**config.mk**
```make
export PLATFORM = sky130hd
export DESIGN_NAME = sidt_engine
export DESIGN_NICKNAME = d
export VERILOG_FILES = /design/src/rtl/sidt_pkg.sv /design/src/rtl/sidt_engine.sv
export SDC_FILE = /design/constraint.sdc
export NUM_CORES = 1
export LEC_CHECK = 0
export ABC_AREA = 1
export BUFFER_PORTS_ARGS = -buffer_cell sky130_fd_sc_hd__clkbuf_2
export CAP_MARGIN = 20
export CELL_PAD_IN_SITES_DETAIL_PLACEMENT = 1
export CELL_PAD_IN_SITES_GLOBAL_PLACEMENT = 1
export CORE_UTILIZATION = 36
export DETAILED_ROUTE_END_ITERATION = 10
export PLACE_DENSITY = 0.84
export SETUP_SLACK_MARGIN = 0.15
export SYNTH_ARGS = -nofsm -noshare
export SYNTH_HDL_FRONTEND = slang
export SYNTH_SLANG_ARGS = --single-unit
```
**constraint.sdc**
```tcl
create_clock -name clk_i -period 4.85 [get_ports clk_i]
set_input_delay 0.2425 -clock clk_i [delete_from_list [all_inputs] [get_ports clk_i]]
set_output_delay 0.2425 -clock clk_i [all_outputs]
set_load 0.02 [all_outputs]
```
**src/rtl/sidt_pkg.sv**
```systemverilog
// ----------------------------------------------------------------------------
// sidt_pkg
// Shared types and constants of the sorted identifier translation table.
// ----------------------------------------------------------------------------
package sidt_pkg;

  localparam int unsigned Capacity = 256;
  localparam int unsigned ClassW   = 8;
  localparam int unsigned IdW      = 32;
  localparam int unsigned ModeW    = 2;
  localparam int unsigned StatusW  = 2;

  typedef enum logic [ModeW-1:0] {
    MODE_ADD = 2'd0,
    MODE_FWD = 2'd1,
    MODE_REV = 2'd2
  } mode_e;

  typedef enum logic [StatusW-1:0] {
    ST_OK       = 2'd0,
    ST_MISS     = 2'd1,
    ST_CONFLICT = 2'd2,
    ST_FULL     = 2'd3
  } status_e;

  typedef enum logic [3:0] {
    S_IDLE,
    S_SRCH,
    S_SCMP,
    S_SHIFT,
    S_TAIL,
    S_INSERT,
    S_SCAN,
    S_RESP
  } state_e;

  typedef struct packed {
    logic [ClassW-1:0] cls;
    logic [IdW-1:0]    rid;
    logic [IdW-1:0]    lid;
  } entry_t;

  localparam int unsigned EntryW = $bits(entry_t);

  typedef struct packed {
    logic          valid;
    logic [IdW-1:0] result_id;
    status_e       status;
  } rsp_t;

endpackage

```
**src/rtl/sidt_engine.sv**
```systemverilog
// ----------------------------------------------------------------------------
// sidt_engine
// Request sequencer: binary search, insert with shift, reverse class scan.
// ----------------------------------------------------------------------------
module sidt_engine #(
  parameter int unsigned Capacity = sidt_pkg::Capacity,
  localparam int unsigned IdxW    = $clog2(Capacity),
  localparam int unsigned CntW    = $clog2(Capacity + 1)
) (
  input  logic                        clk_i,
  input  logic                        rst_ni,
  input  logic                        in_valid_i,
  output logic                        in_ready_o,
  input  logic [sidt_pkg::ModeW-1:0]  in_mode_i,
  input  logic [sidt_pkg::ClassW-1:0] in_class_i,
  input  logic [sidt_pkg::IdW-1:0]    in_rid_i,
  input  logic [sidt_pkg::IdW-1:0]    in_lid_i,
  output sidt_pkg::rsp_t              rsp_o,
  input  logic                        rsp_free_i,
  output logic                        ram_we_o,
  output logic [IdxW-1:0]             ram_waddr_o,
  output sidt_pkg::entry_t            ram_wdata_o,
  output logic [IdxW-1:0]             ram_raddr_o,
  input  sidt_pkg::entry_t            ram_rdata_i
);

  sidt_pkg::state_e  state_q, state_d;
  sidt_pkg::mode_e   mode_q, mode_d;
  logic [sidt_pkg::ClassW-1:0] cls_q, cls_d;
  logic [sidt_pkg::IdW-1:0]    rid_q, rid_d;
  logic [sidt_pkg::IdW-1:0]    lid_q, lid_d;
  logic [sidt_pkg::IdW-1:0]    res_q, res_d;
  sidt_pkg::status_e st_q, st_d;
  logic [CntW-1:0]   lo_q, lo_d;
  logic [CntW-1:0]   hi_q, hi_d;
  logic [CntW-1:0]   pos_q, pos_d;
  logic [CntW-1:0]   cnt_q, cnt_d;
  logic [IdxW-1:0]   mid_q, mid_d;
  logic [IdxW-1:0]   sh_q, sh_d;
  logic [IdxW-1:0]   wa_q, wa_d;
  logic              wpend_q, wpend_d;
  logic              rv_q, rv_d;

  logic [CntW:0]          mid_sum;
  logic [IdxW-1:0]        mid;
  logic [sidt_pkg::IdW-1:0] key_rid;
  logic cmp_less, cmp_more, cmp_hit;
  logic srch_open, table_full;
  logic scan_hit, scan_end, scan_done;
  sidt_pkg::entry_t rd;

  assign rd        = ram_rdata_i;
  assign mid_sum   = {1'b0, lo_q} + {1'b0, hi_q};
  assign mid       = mid_sum[IdxW:1];
  assign key_rid   = (mode_q == sidt_pkg::MODE_REV) ? '0 : rid_q;
  assign cmp_less  = (cls_q < rd.cls) || ((cls_q == rd.cls) && (key_rid < rd.rid));
  assign cmp_more  = (cls_q > rd.cls) || (key_rid > rd.rid);
  assign cmp_hit   = !cmp_less && !cmp_more;
  assign srch_open = lo_q < hi_q;
  assign table_full = cnt_q == CntW'(Capacity);
  assign scan_hit  = rv_q && (rd.cls == cls_q) && (rd.lid == lid_q);
  assign scan_end  = (rv_q && (rd.cls != cls_q)) || (pos_q >= cnt_q);
  assign scan_done = scan_hit || scan_end;

  assign in_ready_o = state_q == sidt_pkg::S_IDLE;

  // next state
  always_comb begin
    state_d = state_q;
    case (state_q)
      sidt_pkg::S_IDLE: begin
        if (in_valid_i) begin
          case (sidt_pkg::mode_e'(in_mode_i))
            sidt_pkg::MODE_ADD,
            sidt_pkg::MODE_FWD,
            sidt_pkg::MODE_REV: state_d = sidt_pkg::S_SRCH;
            default:            state_d = sidt_pkg::S_RESP;
          endcase
        end
      end
      sidt_pkg::S_SRCH: begin
        if (srch_open) begin
          state_d = sidt_pkg::S_SCMP;
        end else begin
          case (mode_q)
            sidt_pkg::MODE_ADD: begin
              if (table_full) begin
                state_d = sidt_pkg::S_RESP;
              end else if (lo_q == cnt_q) begin
                state_d = sidt_pkg::S_INSERT;
              end else begin
                state_d = sidt_pkg::S_SHIFT;
              end
            end
            sidt_pkg::MODE_REV: state_d = sidt_pkg::S_SCAN;
            default:            state_d = sidt_pkg::S_RESP;
          endcase
        end
      end
      sidt_pkg::S_SCMP: begin
        if (!cmp_hit) begin
          state_d = sidt_pkg::S_SRCH;
        end else if (mode_q == sidt_pkg::MODE_REV) begin
          state_d = sidt_pkg::S_SCAN;
        end else begin
          state_d = sidt_pkg::S_RESP;
        end
      end
      sidt_pkg::S_SHIFT: begin
        if (sh_q == pos_q[IdxW-1:0]) begin
          state_d = sidt_pkg::S_TAIL;
        end
      end
      sidt_pkg::S_TAIL:   state_d = sidt_pkg::S_INSERT;
      sidt_pkg::S_INSERT: state_d = sidt_pkg::S_RESP;
      sidt_pkg::S_SCAN: begin
        if (scan_done) begin
          state_d = sidt_pkg::S_RESP;
        end
      end
      sidt_pkg::S_RESP: begin
        if (rsp_free_i) begin
          state_d = sidt_pkg::S_IDLE;
        end
      end
      default: state_d = sidt_pkg::S_IDLE;
    endcase
  end

  // datapath and memory port
  always_comb begin
    mode_d  = mode_q;
    cls_d   = cls_q;
    rid_d   = rid_q;
    lid_d   = lid_q;
    res_d   = res_q;
    st_d    = st_q;
    lo_d    = lo_q;
    hi_d    = hi_q;
    pos_d   = pos_q;
    cnt_d   = cnt_q;
    mid_d   = mid_q;
    sh_d    = sh_q;
    wa_d    = wa_q;
    wpend_d = wpend_q;
    rv_d    = rv_q;
    ram_we_o    = 1'b0;
    ram_waddr_o = wa_q;
    ram_wdata_o = rd;
    ram_raddr_o = mid;
    rsp_o.valid     = 1'b0;
    rsp_o.result_id = res_q;
    rsp_o.status    = st_q;
    case (state_q)
      sidt_pkg::S_IDLE: begin
        if (in_valid_i) begin
          mode_d = sidt_pkg::mode_e'(in_mode_i);
          cls_d  = in_class_i;
          rid_d  = in_rid_i;
          lid_d  = in_lid_i;
          lo_d   = '0;
          hi_d   = cnt_q;
          case (sidt_pkg::mode_e'(in_mode_i))
            sidt_pkg::MODE_ADD: begin
              res_d = '0;
              st_d  = sidt_pkg::ST_OK;
            end
            sidt_pkg::MODE_FWD: begin
              res_d = in_rid_i;
              st_d  = sidt_pkg::ST_MISS;
            end
            sidt_pkg::MODE_REV: begin
              res_d = in_lid_i;
              st_d  = sidt_pkg::ST_MISS;
            end
            default: begin
              res_d = '0;
              st_d  = sidt_pkg::ST_MISS;
            end
          endcase
        end
      end
      sidt_pkg::S_SRCH: begin
        ram_raddr_o = mid;
        mid_d       = mid;
        if (!srch_open) begin
          pos_d   = lo_q;
          rv_d    = 1'b0;
          wpend_d = 1'b0;
          sh_d    = IdxW'(cnt_q - 1'b1);
          if ((mode_q == sidt_pkg::MODE_ADD) && table_full) begin
            st_d = sidt_pkg::ST_FULL;
          end
        end
      end
      sidt_pkg::S_SCMP: begin
        if (cmp_less) begin
          hi_d = CntW'(mid_q);
        end else if (cmp_more) begin
          lo_d = CntW'(mid_q) + 1'b1;
        end else begin
          pos_d = CntW'(mid_q);
          rv_d  = 1'b0;
          case (mode_q)
            sidt_pkg::MODE_ADD: begin
              if (rd.lid != lid_q) begin
                st_d = sidt_pkg::ST_CONFLICT;
              end
            end
            sidt_pkg::MODE_FWD: begin
              res_d = rd.lid;
              st_d  = sidt_pkg::ST_OK;
            end
            default: ;
          endcase
        end
      end
      sidt_pkg::S_SHIFT: begin
        ram_raddr_o = sh_q;
        ram_we_o    = wpend_q;
        wpend_d     = 1'b1;
        wa_d        = sh_q + 1'b1;
        sh_d        = sh_q - 1'b1;
      end
      sidt_pkg::S_TAIL: begin
        ram_we_o = 1'b1;
      end
      sidt_pkg::S_INSERT: begin
        ram_we_o        = 1'b1;
        ram_waddr_o     = pos_q[IdxW-1:0];
        ram_wdata_o.cls = cls_q;
        ram_wdata_o.rid = rid_q;
        ram_wdata_o.lid = lid_q;
        cnt_d           = cnt_q + 1'b1;
      end
      sidt_pkg::S_SCAN: begin
        ram_raddr_o = pos_q[IdxW-1:0];
        if (scan_hit) begin
          res_d = rd.rid;
          st_d  = sidt_pkg::ST_OK;
        end else if (!scan_end) begin
          rv_d  = 1'b1;
          pos_d = pos_q + 1'b1;
        end
      end
      sidt_pkg::S_RESP: begin
        rsp_o.valid = rsp_free_i;
      end
      default: ;
    endcase
  end

  always_ff @(posedge clk_i or negedge rst_ni) begin
    if (!rst_ni) begin
      state_q <= sidt_pkg::S_IDLE;
      cnt_q   <= '0;
      wpend_q <= 1'b0;
      rv_q    <= 1'b0;
    end else begin
      state_q <= state_d;
      cnt_q   <= cnt_d;
      wpend_q <= wpend_d;
      rv_q    <= rv_d;
    end
  end

  always_ff @(posedge clk_i) begin
    mode_q <= mode_d;
    cls_q  <= cls_d;
    rid_q  <= rid_d;
    lid_q  <= lid_d;
    res_q  <= res_d;
    st_q   <= st_d;
    lo_q   <= lo_d;
    hi_q   <= hi_d;
    pos_q  <= pos_d;
    mid_q  <= mid_d;
    sh_q   <= sh_d;
    wa_q   <= wa_d;
  end

`ifndef SYNTHESIS
  a_cnt_bound: assert property (@(posedge clk_i) disable iff (!rst_ni)
    cnt_q <= CntW'(Capacity))
    else $error("fill count above capacity");

  a_we_state: assert property (@(posedge clk_i) disable iff (!rst_ni)
    ram_we_o |-> (state_q == sidt_pkg::S_SHIFT || state_q == sidt_pkg::S_TAIL ||
                  state_q == sidt_pkg::S_INSERT))
    else $error("table write outside insert sequence");

  a_cnt_step: assert property (@(posedge clk_i) disable iff (!rst_ni)
    (state_q == sidt_pkg::S_INSERT) |=> (cnt_q == $past(cnt_q) + 1'b1))
    else $error("insert did not grow the table");

  a_cnt_hold: assert property (@(posedge clk_i) disable iff (!rst_ni)
    (state_q != sidt_pkg::S_INSERT) |=> $stable(cnt_q))
    else $error("fill count changed outside insert");

  a_srch_bounds: assert property (@(posedge clk_i) disable iff (!rst_ni)
    (state_q == sidt_pkg::S_SCMP) |-> (lo_q < hi_q && hi_q <= cnt_q))
    else $error("search window out of range");
`endif

endmodule

```
Word level (Yosys, flattened, before mapping)
Index checks and enable logic that the tools add are counted.
{"block": "classes", "add_sub_neg": 7, "magnitude_cmp": 6, "eq_ne": 35, "n_mux": 57, "reduce_logical": 30}
{"cell": "$mux 32", "n": 6}
{"cell": "$pmux 32 s3", "n": 1}
{"cell": "$mux 9", "n": 10}
{"cell": "$mux 72", "n": 1}
{"cell": "$pmux 32 s2", "n": 1}
{"cell": "$pmux 9 s2", "n": 2}
{"cell": "$eq 32x32->1", "n": 1}
{"cell": "$gt 32x32->1", "n": 1}
{"cell": "$lt 32x32->1", "n": 1}
{"cell": "$ne 32x32->1", "n": 1}
{"cell": "$pmux 4 s8", "n": 1}
{"cell": "$pmux 8 s2", "n": 2}
{"cell": "$pmux 9 s3", "n": 1}
{"cell": "$ne 2x2->1 const B", "n": 13}
{"cell": "$eq 8x8->1", "n": 3}
{"cell": "$mux 4", "n": 5}
{"cell": "$add 9x1->9 const B", "n": 2}
{"cell": "$eq 4x3->1 const B", "n": 4}
{"cell": "$mux 8", "n": 2}
{"cell": "$sub 8x1->8 const B", "n": 2}
{"cell": "$mux 2", "n": 7}
{"cell": "$mux 3", "n": 4}
{"cell": "$reduce_and 6->1", "n": 2}
{"cell": "$add 8x1->9 const B", "n": 1}
{"cell": "36 further kinds", "n": 61}
{"block": "word_totals", "register_bits": 174, "inputBits": 150, "output_inout_bits": 125, "elab_cells": 151}

Depth between registers and ports, before layout
Gate-level depths: netlist (run 1).
{"block": "logic_depth", "word_depth": 9, "ltp_mapped": 22}

Worst setup path after synthesis (run 1)
OpenSTA, ideal clock, no wires.
{"block": "synth_timing", "kind": "flip-flop to flip-flop", "from": "register mode_q[0]", "to": "register res_q[0] (netlist name) (enable)", "setup_ps": 461, "t_arrival_ps": 4318, "required_time_ps": 4389, "slack_ps": 71, "path_stages_with_launch": 14, "period_less_slack_ps": 4779, "path_cell_list": "edfxtp_1 nor2_1 clkbuf_1 nor2_1 ha_1 nand2_1 nor3_1 and3_1 nand2_1 nand2_1 nand2_1 nand3_1 nand2_1 nor3_1"}
{"block": "synth_via", "elab_chain_cells": 7}
{"element": "start: declaration", "line": "sidt_engine.sv:28", "source": "sidt_pkg::mode_e mode_q, mode_d;"}
{"element": "start signal: assignment", "line": "sidt_engine.sv:268", "source": "mode_q <= mode_d;"}
{"element": "$eq 2x2->1", "line": "sidt_engine.sv:55", "source": "assign key_rid = (mode_q == sidt_pkg::MODE_REV) ? '0 : rid_q;"}
{"element": "$mux 32", "line": "sidt_engine.sv:55"}
{"element": "$lt 32x32->1", "line": "sidt_engine.sv:56", "source": "assign cmp_less = (cls_q < rd.cls) || ((cls_q == rd.cls) && (key_rid < rd.rid));"}
{"element": "$logic_and 1x1->1", "line": "sidt_engine.sv:56"}
{"element": "$logic_or 1x1->1", "line": "sidt_engine.sv:56"}
{"element": "$ne 2x2->1 (no source line)"}
{"element": "$reduce_and 6->1 (no source line) *"}
{"element": "end signal: assignment", "line": "sidt_engine.sv:272", "source": "res_q <= res_d;"}
{"element": "end: declaration", "line": "sidt_engine.sv:32", "source": "logic [sidt_pkg::IdW-1:0] res_q, res_d;"}
Mark *: on every way between the ends. The rest lies on a longest branch, timed or not.
A chain may end at the register's enable or synchronous reset.

Final worst setup path (run 1)
{"block": "layout_timing", "from": "register mode_q[0]", "to": "register res_q[27] (netlist name) (enable)"}
Same word-level chain as after synthesis.

==> results of run 1 <==
[through the flow]
stage / instances / power, mW
floorplan: 1253 / 5.416
global placement: 1886 / 6.879
detailed placement: 1886 / 7.035
CTS: 1971 / 8.534
global route: 1974 / 9.051
finish: 1976 / 8.564
[sequential cells by signal, summed over array words and instances (netlist names), 9 cells and up]
| name | cells |
|---|---|
| lid_q | 32 |
| res_q | 32 |
| rid_q | 32 |
| cnt_q | 9 |
| hi_q | 9 |
| lo_q | 9 |
| pos_q | 9 |
[placed cells by master (no fill, tap or decap), types with 5 or more instances in the layout]
master	instances
nand3_1	27
ha_1	74
a21oi_1	40
o21ai_0	121
dlygate4sd3_1	54
nand4_1	12
a22oi_1	32
clkbuf_2	274
edfxtp_1	159
dfrtp_1	14
nor3_1	14
nand2_1	310
o211ai_1	7
buf_4	10
nor2_1	93
a22o_1	33
xnor2_1	34
inv_1	156
nor2_4	5
xor2_1	34
clkbuf_16	17
[cell families after synthesis]
kind of cell / count (synthesis) / share of synthesized area
buf+inv: 204 / 0.07121
compound gates: 251 / 0.1398
fa+ha+maj: 75 / 0.08627
simple gates: 482 / 0.1810
xor+xnor: 68 / 0.05432
flops: 173 / 0.4674
[worst max-delay path: cells and delay by family (launching register included)]
kind                     cells  cell delay [ns]
flip-flops                   1             0.44
adder cells (fa/ha/maj)      1             0.35
AND/OR/NAND/NOR             11             2.43
buffers and inverters        1             0.28
[routing by layer]
metal | share of wire | up-vias | global-route usage
met2 | 0.51 | 407 | 0.4585
met3 | 0.064 | 97 | 0.04888
li1 | - | 4875 | -
met4 | 0.042 | 0 | 0.1185
met5 | 0 | - | 0
met1 | 0.39 | 5115 | 0.2949
[power groups by stage]
stage          clock network [mW]  registers [mW]  logic (mW)
3_3_place_gp                    0            2.81        4.06
2_1_floorplan                   0            2.90        2.51
5_1_grt                      1.49            2.86        4.70
3_5_place_dp                    0            2.84        4.20
6_report                     1.44            2.81        4.31
4_1_cts                      1.45            2.81        4.27
[final cells by class]
type                            count  area, µm²  share of cell area
Tap cell                          390      488.0             0.03491
Multi-Input combinational cell    876       5105              0.3652
Timing Repair Buffer              341       2047              0.1464
Inverter                          162      608.1             0.04350
Antenna cell                        2      5.005           0.0003580
Sequential cell                   173       5125              0.3666
Clock buffer                       17      425.4             0.03043
Clock inverter                     15      175.2             0.01253
[repair_timing]
action	in CTS	in global routing
gates resized for setup	0	0
endpoints found under the hold margin	66	1
hold buffers	53	1
[worst max path at each step]
stage | end | start
floorplan | cls_q[0] | state_q[1]
global placement | res_q[18] | mode_q[0]
detailed placement | res_q[23] | mode_q[0]
CTS | res_q[27] | mode_q[0]
global route | pos_q[1] | mode_q[0]
finish | res_q[27] | mode_q[0]
==> impl_results.md, run 1 <==
* Status: finished, final reports clean
* Post-synth design cell area at 10960 µm²
* Via/cell ratio at 5.311
* Layout cells sized above 1 at 0.2140
* Number of synthesized register bits at 173
* CTS tree: done
* Area growth, synth to finish at 27.49%
* Via count at 10494
* Final Max Slew Viols at 0
* Post-synth EDFFs at 159
* Min cycle time layout at 3.831 ns
* Post-DP Area at 12800 µm²
* Synth top cells by count: nand2_1 (310), edfxtp_1 (159), inv_1 (156)
* Share of the core filled with cells at 0.4691
* Slew margin rel. at 0.3041
* RSZ-0062 raised after global routing: no
* TritonRoute pass-1 iters at 6
* Vias in the first global route at 11241
* Total track usage at 0.2569
* Fill count at 3570
* Measured slew at the worst slew-check pin at 1.041 ns
* Remaining antenna violation count after routing at 0
* Final instance area at 13980 µm²
* GRT Residual Overflow at 0
* # setup viols final at 0
* Residual DRC at 0
* Hold Crit Endpoint: lid_q[31]
* Worst Reg2Reg Path Length in Cells at 13
* # Post-CTS Setup Buffers at 0
* Most common cell in the netlist: nand2_1
* Initial antenna violation count at 2
* Full die area at 31160 µm²
* P_int at 4.464 mW
* Number of port buffers at 274
* Clk slew on worst S/H paths at 0.07 ns
* CTS buffer count at 17
* CTS Root Cell: clkbuf_16
* Hold crit path type: input port to flop
* Die Span Y at 176.5 µm
* RR Startpoint: mode_q[0]
* Combinational power share at 0.504
* Critical Path AT at 3.97 ns
* Fin Clk Skew at 0.01858 ns
* Total of max-cap violations at 0
* Hpwl dp at 29020 µm
* Worst EP required at 4.99 ns
* Cell breakdown of the critical path: nor2_4, nor2_1, ha_1, nand4_1, nor3_1, and3_1, nand2_1, nand2_1, nand2_1, nand3_1, nand2_1, nor3_4, buf_12
* Post-Syn Instances at 1253
* Initial core utilization at 0.3680
* Drt total wl at 40100 µm
* Largest net degree at the start of global routing at 70
* H-Tree Depth at 4
* CP Max Fanout at 33
* Num rows at 63
* Fmax at 261.0 MHz
* # clock sinks at 173
* CORE AREA at 29800 µm²
* Hold-critical path depth at 1
* Flop pwr share at 0.328
* Asr flop ratio synth at 0.08092
* Final net count at 1796
* Number of I/O pins at 275
* Sequential area share after synthesis at 0.4674
* Leakage power at 6.457 nW
* Leading area contributor after synthesis: edfxtp_1
* Netlist cell types at 44
* Crit Path Category: flop to flop
* Net Switching at 4.099 mW
* Share of the synthesized area in the top cell type at 0.4355
* Max clock buf depth at 2
* P per Cell Area at 612.6 nW/µm²
* Max VDD drop at 247.2 µV
* Hold Worst Slack at 0.01159 ns
* First-pass GRT wire length at 61190 µm
* Fin worst setup slack at 1.019 ns
* Clock share of power at 0.168
* Hold path startpoint: in_lid_i[31]
* Tcrit/Tclk final at 0.7900
* Drt initial violations at 689
* Worst r2r dst: res_q[27]
* Synth warn at 0
* Ranking of synthesized cells by area: edfxtp_1 (44%), nand2_1 (11%), ha_1 (8.4%), o21ai_0 (5.5%), inv_1 (5.3%)
* Die Span X at 176.5 µm
* Reg2Reg Setup Slack at 1.02 ns
* RD Place Congestion at 0.8835
* Syn_area_per_cell at 8.750 µm²
* Critical Path Max Stage Delay at 0.62 ns
* Worst skew pair latency at 0.45 ns
* Final Hold Viols at 0
* Place WS at 0.9873 ns
* Sw Ratio at 0.4787
* Total negative slack at 0 ns
* Syn Nets at 1478
* Routed len/inst at 20.29 µm
* Most common cell on crit path: nand2_1
* Startpoint types: flop
* Crit-path slowest cell: nor2_4
* Most used DFF post-synth: edfxtp_1
* Critical path endpoint category: flop
No activity file was read; power rests on OpenSTA's default activity.
==> run 2: changes to the inputs <==
clock period = 3.2 ns   (was 4.85 ns; I/O delays follow)
==> run 2 against run 1 <==
  * Die area unchanged
  * Combinational power increased by 65%
  * Cell count grew 2.6%
  * Wire length grew 11%
  * First-iteration DRC count grew 20%
  * Final area increased by 5.4%
  * Via count grew 5.4%
  * Flip-flop and latch count unchanged
  * Worst hold slack better by 0.053 ns
  * Critical path depth grew 9
  * Total power is 57% higher
  * Largest power group unchanged
  * Highest routed layer is now met5
==> impl_results.md, run 2 (synthesis results as in run 1) <==
* Reg2Reg Setup Slack at 0.03 ns (was 1.02 ns)
* P_int at 7.000 mW (was 4.464 mW)
* CTS Root Cell: clkbuf_16 (unchanged)
* Share of the core filled with cells at 0.4944 (was 0.4691)
* Critical Path AT at 3.35 ns (was 3.97 ns)
* Critical path endpoint category: flop (unchanged)
* P per Cell Area at 913.4 nW/µm² (was 612.6 nW/µm²)
* Initial antenna violation count at 2 (unchanged)
* Total of max-cap violations at 0 (unchanged)
* Area growth, synth to finish at 34.36% (was 27.49%)
* Clk slew on worst S/H paths at 0.08 ns (was 0.07 ns)
* Status: finished, final reports clean (unchanged)
* Final net count at 1848 (was 1796)
* Layout cells sized above 1 at 0.2543 (was 0.2140)
* CORE AREA at 29800 µm² (unchanged)
* Full die area at 31160 µm² (unchanged)
* Drt initial violations at 828 (was 689)
* Worst EP required at 3.37 ns (was 4.99 ns)
* Tcrit/Tclk final at 0.9918 (was 0.7900)
* GRT Residual Overflow at 0 (unchanged)
* Fin Clk Skew at 0.01395 ns (was 0.01858 ns)
* Drt total wl at 44490 µm (was 40100 µm)
* Crit Path Category: flop to flop (unchanged)
* Via count at 11057 (was 10494)
* Remaining antenna violation count after routing at 0 (unchanged)
* Tot Pwr at 13.46 mW (was 8.564 mW)
* Net Switching at 6.456 mW (was 4.099 mW)
* Hold crit path type: input port to flop (unchanged)
* Biggest regs: lid_q: 32 flops, res_q: 32 flops, rid_q: 32 flops (unchanged)
* Worst skew pair latency at 0.45 ns (about the same)
* Min cycle time layout at 3.174 ns (was 3.831 ns)
* Measured slew at the worst slew-check pin at 0.6126 ns (was 1.041 ns)
* Via/cell ratio at 5.455 (was 5.311)
* Final Hold Viols at 0 (unchanged)
* RSZ-0062 raised after global routing: yes (was no)
* Startpoint types: flop (unchanged)
* Sw Ratio at 0.4798 (was 0.4787)
* Leakage power at 6.755 nW (was 6.457 nW)
* Die Span Y at 176.5 µm (unchanged)
* RD Place Congestion at 0.9082 (was 0.8835)
* H-Tree Depth at 4 (unchanged)
* CTS tree: done (unchanged)
* # setup viols final at 0 (unchanged)
* Max clock buf depth at 2 (unchanged)
* Die Span X at 176.5 µm (unchanged)
* Largest net degree at the start of global routing at 118 (was 70)
* Combinational power share at 0.530 (was 0.504)
* Flop pwr share at 0.318 (was 0.328)
* Vias in the first global route at 11696 (was 11241)
* Commonest cells after routing, fill and taps aside: nand2_1 (299), clkbuf_2 (274), edfxtp_1 (159), inv_1 (154), o21ai_0 (116) (was nand2_1 (310), clkbuf_2 (274), edfxtp_1 (159), inv_1 (156), o21ai_0 (121))
* Routed len/inst at 21.95 µm (was 20.29 µm)
* Num rows at 63 (unchanged)
* # clock sinks at 173 (unchanged)
* First-pass GRT wire length at 65360 µm (was 61190 µm)
* Clock share of power at 0.152 (was 0.168)
* Total track usage at 0.2769 (was 0.2569)
* Initial core utilization at 0.3680 (unchanged)
* Fmax at 315.1 MHz (was 261.0 MHz)
* CTS buffer count at 17 (unchanged)
* Slew margin rel. at 0.5916 (was 0.3041)
* Max VDD drop at 432.3 µV (was 247.2 µV)
* TritonRoute pass-1 iters at 6 (unchanged)
* Number of I/O pins at 275 (unchanged)
* Residual DRC at 0 (unchanged)
* Most common cell after layout, fill and taps aside: nand2_1 (unchanged)
* Hpwl dp at 29710 µm (was 29020 µm)
* Number of port buffers at 274 (unchanged)
* CP Max Fanout at 5 (was 33)
* Final Max Slew Viols at 0 (unchanged)
-- run 2: cell types whose count changed in the layout (fill, tap and decap cells not counted), sizes merged --
cell         before  now
dlygate4sd3      54   75
clkinv            9    8
clkbuf          291  295
clkinvlp          1    3
buf              13   40
bufinv            1    0
diode             2    1
-- run 2: worst paths after layout --
path                                 from          to  cells past startpoint
max reg2reg                     mode_q[1]   res_q[31]                     22
max in group asynchronous          rst_ni  state_q[0]                      2
min in group asynchronous          rst_ni    cnt_q[8]                      2
min reg2reg                      cnt_q[2]    cnt_q[2]                      1
max                             mode_q[1]   res_q[31]                     22
min                        ram_rdata_i[2]    res_q[2]                      3
-- run 2: layout make-up --
cell class,instances,area [µm²]
Antenna cell,1,2.502
Clock buffer,17,425.4
Clock inverter,15,131.4
Fill cell,3521,15060
Inverter,162,608.1
Multi-Input combinational cell,876,5333
Sequential cell,173,5125
Tap cell,390,488.0
Timing Repair Buffer,393,2619
-- run 2: timing repair --
action,4_1_cts,5_1_grt
endpoints found under the setup margin,2,45
cloned,0,6
pin swaps,0,27
hold buffers,75,0
hold endpoints to repair,88,0
buffers inserted,0,15
gates resized for setup,2,63
-- run 2: critical path: stages, from the launching register on --
cell	delay, ns
edfxtp_1	0.41
inv_2	0.11
nor2_4	0.05
buf_12	0.13
buf_12	0.14
buf_6	0.12
nor2_4	0.13
ha_4	0.22
nand2_4	0.06
nor2_2	0.04
nor2_1	0.15
nand2_1	0.08
nand2_1	0.07
nand2_1	0.06
nand2_1	0.08
nand2_2	0.07
nand2_2	0.08
nand2_2	0.06
nand2_4	0.08
o21ai_4	0.07
nor3_4	0.33
buf_6	0.18
clkbuf_16	0.15
-- run 2: power by group through the flow --
stage	Sequential, mW	Combinational, mW	Clock [mW]
global placement	4.28	6.22	0
global route	4.35	7.69	2.15
finish	4.27	7.13	2.05
CTS	4.26	6.58	2.07
detailed placement	4.31	6.44	0
floorplan	4.37	3.85	0
-- run 2: stage by stage --
stage	setup TNS [ns]	setup slack [ns]	hold WS (ns)	cell area [µm²]	instances
floorplan	0	0.1258	-0.1356	11020	1253
global placement	0	0.3391	0.09684	12910	1898
detailed placement	0	0.2008	0.1099	12910	1898
CTS	0	0.1836	0.03576	14220	2005
global route	-0.4506	-0.05986	0.04748	14730	2027
finish	0	0.02629	0.06427	14730	2027
-- run 2: per-layer routing --
| layer | vias to the layer above | part of all wire | GRT usage | routed length [µm] |
|---|---|---|---|---|
| met1 | 5393 | 0.37 | 0.3095 | 16570 |
| met2 | 532 | 0.51 | 0.4915 | 22730 |
| met4 | 2 | 0.051 | 0.1566 | 2247 |
| met5 | - | 0.00022 | 0 | 10 |
| li1 | 4985 | - | - | - |
| met3 | 145 | 0.066 | 0.05211 | 2930 |
==> run 3: changes to the inputs <==
BUFFER_PORTS_ARGS = -buffer_cell sky130_fd_sc_hd__buf_2   (was -buffer_cell sky130_fd_sc_hd__clkbuf_2)
SLEW_MARGIN = 20   (was unset)
==> run 3 against run 2 <==
  * Register-to-register slack better by 0.14 ns
  * Utilization down 1.0 points
  * Worst hold slack better by 0.0058 ns
  * Wire length down 5.5%
  * Final area down 2.1%
  * Clock power up 2%
  * Flip-flop and latch count unchanged
==> impl_results.md, run 3 (synthesis results as in run 1) <==
* RD Place Congestion at 0.8965 (was 0.9082)
* Final net count at 1837 (was 1848)
* Min cycle time layout at 3.035 ns (was 3.174 ns)
* Final instance area at 14420 µm² (was 14730 µm²)
* Via/cell ratio at 5.380 (was 5.455)
* Hold-critical path depth at 3 (unchanged)
* Vias in the first global route at 11556 (was 11696)
* Crit-path slowest cell: edfxtp_1 (unchanged)
* Critical path endpoint category: flop (unchanged)
* Fin Clk Skew at 0.02209 ns (was 0.01395 ns)
* Hold path startpoint: ram_rdata_i[2] (unchanged)
* Most common cell on crit path: nand2_1 (unchanged)
* Worst EP required at 3.34 ns (was 3.37 ns)
* Hold crit path type: input port to flop (unchanged)
* Total negative slack at 0 ns (unchanged)
* TritonRoute pass-1 iters at 5 (was 6)
* CORE AREA at 29800 µm² (unchanged)
* Crit Path Category: flop to flop (unchanged)
* Sequential cell area at 5125 µm² (unchanged)
* CTS tree: done (unchanged)
* Biggest regs: lid_q: 32 flops, res_q: 32 flops, rid_q: 32 flops (unchanged)
* Critical Path AT at 3.18 ns (was 3.35 ns)
* Worst r2r dst: res_q[22] (was res_q[31])
* CTS Root Cell: clkbuf_16 (unchanged)
* Hpwl dp at 29440 µm (was 29710 µm)
* Max VDD drop at 437.1 µV (was 432.3 µV)
* Number of port buffers at 274 (unchanged)
* Largest net degree at the start of global routing at 118 (unchanged)
* # setup viols final at 0 (unchanged)
* RR Startpoint: mode_q[0] (was mode_q[1])
* Fmax at 329.5 MHz (was 315.1 MHz)
* Critical path buffer and inverter count at 4 (was 6)
* Worst Reg2Reg Path Length in Cells at 16 (was 22)
* Cell breakdown of the critical path: nor2_4, buf_12, clkbuf_16, nor2_1, ha_1, nand4_1, nor3_2, and3_1, nand2_1, nand2_1, nand2_1, nand2_2, o21ai_2, nor3_4, buf_12, clkbuf_16 (was inv_2, nor2_4, buf_12, buf_12, buf_6, nor2_4, ha_4, nand2_4, nor2_2, nor2_1, nand2_1, nand2_1, nand2_1, nand2_1, nand2_2, nand2_2, nand2_2, nand2_4, o21ai_4, nor3_4, buf_6, clkbuf_16)
* Total of max-cap violations at 0 (unchanged)
* Initial core utilization at 0.3680 (unchanged)
* Reg2Reg Setup Slack at 0.16 ns (was 0.03 ns)
* Die Span X at 176.5 µm (unchanged)
* Critical Path Max Stage Delay at 0.44 ns (was 0.41 ns)
* P per Cell Area at 918.4 nW/µm² (was 913.4 nW/µm²)
* Commonest cells after routing, fill and taps aside: nand2_1 (306), buf_2 (274), edfxtp_1 (159), inv_1 (154), o21ai_0 (117) (was nand2_1 (299), clkbuf_2 (274), edfxtp_1 (159), inv_1 (154), o21ai_0 (116))
* Max clock buf depth at 2 (unchanged)
* Most common cell after layout, fill and taps aside: nand2_1 (unchanged)
* First-pass GRT wire length at 63220 µm (was 65360 µm)
* H-Tree Depth at 4 (unchanged)
* Remaining antenna violation count after routing at 0 (unchanged)
* Fill count at 3568 (was 3521)
* Total track usage at 0.2653 (was 0.2769)
* Post-DP Area at 12900 µm² (was 12910 µm²)
* Crit-path leading delay family: simple AND/OR/NAND/NOR gates (unchanged)
* Number of I/O pins at 275 (unchanged)
* Measured slew at the worst slew-check pin at 0.6159 ns (was 0.6126 ns)
* Residual DRC at 0 (unchanged)
* Hold Crit Endpoint: res_q[2] (unchanged)
* Drt total wl at 42020 µm (was 44490 µm)
* Slew margin rel. at 0.5894 (was 0.5916)
* Full die area at 31160 µm² (unchanged)
* Area of the multi-input gates at 5131 µm² (was 5333 µm²)
* Drt initial violations at 816 (was 828)
* RSZ-0062 raised after global routing: yes (unchanged)
* Clk slew on worst S/H paths at 0.07 ns (was 0.08 ns)
* CP Launch Point: mode_q[0] (was mode_q[1])
* Routed len/inst at 20.83 µm (was 21.95 µm)
* Leakage power at 6.601 nW (was 6.755 nW)
* GRT Residual Overflow at 0 (unchanged)
* Num rows at 63 (unchanged)
* Tcrit/Tclk final at 0.9485 (was 0.9918)
* Area growth, synth to finish at 31.52% (was 34.36%)
* Layout cells sized above 1 at 0.2265 (was 0.2543)
* # clock sinks at 173 (unchanged)
* Worst skew pair latency at 0.43 ns (was 0.45 ns)
* CP Max Fanout at 10 (was 5)
* Final Max Slew Viols at 0 (unchanged)
* Final Hold Viols at 0 (unchanged)
* Startpoint types: flop (unchanged)
* Initial antenna violation count at 3 (was 2)
* CTS buffer count at 17 (unchanged)
* Die Span Y at 176.5 µm (unchanged)
* Status: finished, final reports clean (unchanged)
* Via count at 10851 (was 11057)
-- run 3: changes by cell type in the layout (fill, tap and decap cells not counted), moves of 3 or more --
cell      previous run  this run
clkbuf_2           274         0
a21oi_2              9         2
buf_4               27        23
a21oi_1             32        39
ha_1                67        74
nor2_2              12         2
ha_4                 6         0
nand2_2              8         4
nor2_4               7         4
nand2_1            299       306
nor2_1              80        93
nand2_4              3         0
buf_6                7         1
buf_2                0       274
-- run 3: how the worst max path moves through the flow --
stage,end,slack (ns),cells after the start
global placement,res_q[13],0.32,16
detailed placement,res_q[24],0.17,16
CTS,res_q[24],0.15,16
finish,res_q[22],0.16,16
global route,res_q[22],0.07,16
floorplan,res_q[0],0.13,16
-- run 3: metrics by stage --
stage	utilization	hold slack [ns]	setup WS (ns)	instances	power (mW)
2_1_floorplan	-	-0.1356	0.1258	1253	8.221
3_3_place_gp	0.4331	0.07923	0.3230	1897	10.48
3_5_place_dp	0.4331	0.09189	0.1714	1897	10.71
4_1_cts	0.4773	0.06433	0.1521	2004	12.90
5_1_grt	0.4840	0.06919	0.06643	2017	14.00
6_report	0.4840	0.07009	0.1648	2017	13.24
-- run 3: repair_timing --
item,4_1_cts,5_1_grt
resized for setup,0,17
endpoints found under the setup margin,0,38
hold buffers,75,0
endpoints found under the hold margin,88,0
setup buffers,0,8
-- run 3: cell type report --
| class | count | area share |
|---|---|---|
| antenna | 2 | 0.0003471 |
| clock buffer | 19 | 0.03002 |
| clock inverter | 13 | 0.009284 |
| inverter | 162 | 0.04217 |
| multi-input combinational | 876 | 0.3558 |
| sequential | 173 | 0.3554 |
| tap | 390 | 0.03384 |
| timing repair buffer | 382 | 0.1731 |
-- run 3: where the power goes --
group | switching (mW) | leakage (nW) | internal (mW)
clock network | 0.992 | 0.266 | 1.09
registers | 0.621 | 1.67 | 3.64
logic | 4.62 | 4.67 | 2.28
-- run 3: worst reg2reg max path, delay by kind of cell (launching register included) --
| family | cells | cell delay (ns) |
|---|---|---|
| buffers and inverters | 4 | 0.61 |
| AO/OA/AOI/OAI | 1 | 0.09 |
| AND/OR/NAND/NOR | 10 | 1.35 |
| adder cells (fa/ha/maj) | 1 | 0.27 |
| flip-flops | 1 | 0.44 |
-- run 3: routing by layer --
| metal | vias up | GRT usage | part of all wire |
|---|---|---|---|
| li1 | 4963 | - | - |
| met5 | - | 0 | 0.00024 |
| met3 | 101 | 0.04845 | 0.061 |
| met2 | 506 | 0.4794 | 0.51 |
| met1 | 5279 | 0.3039 | 0.39 |
| met4 | 2 | 0.1149 | 0.037 |
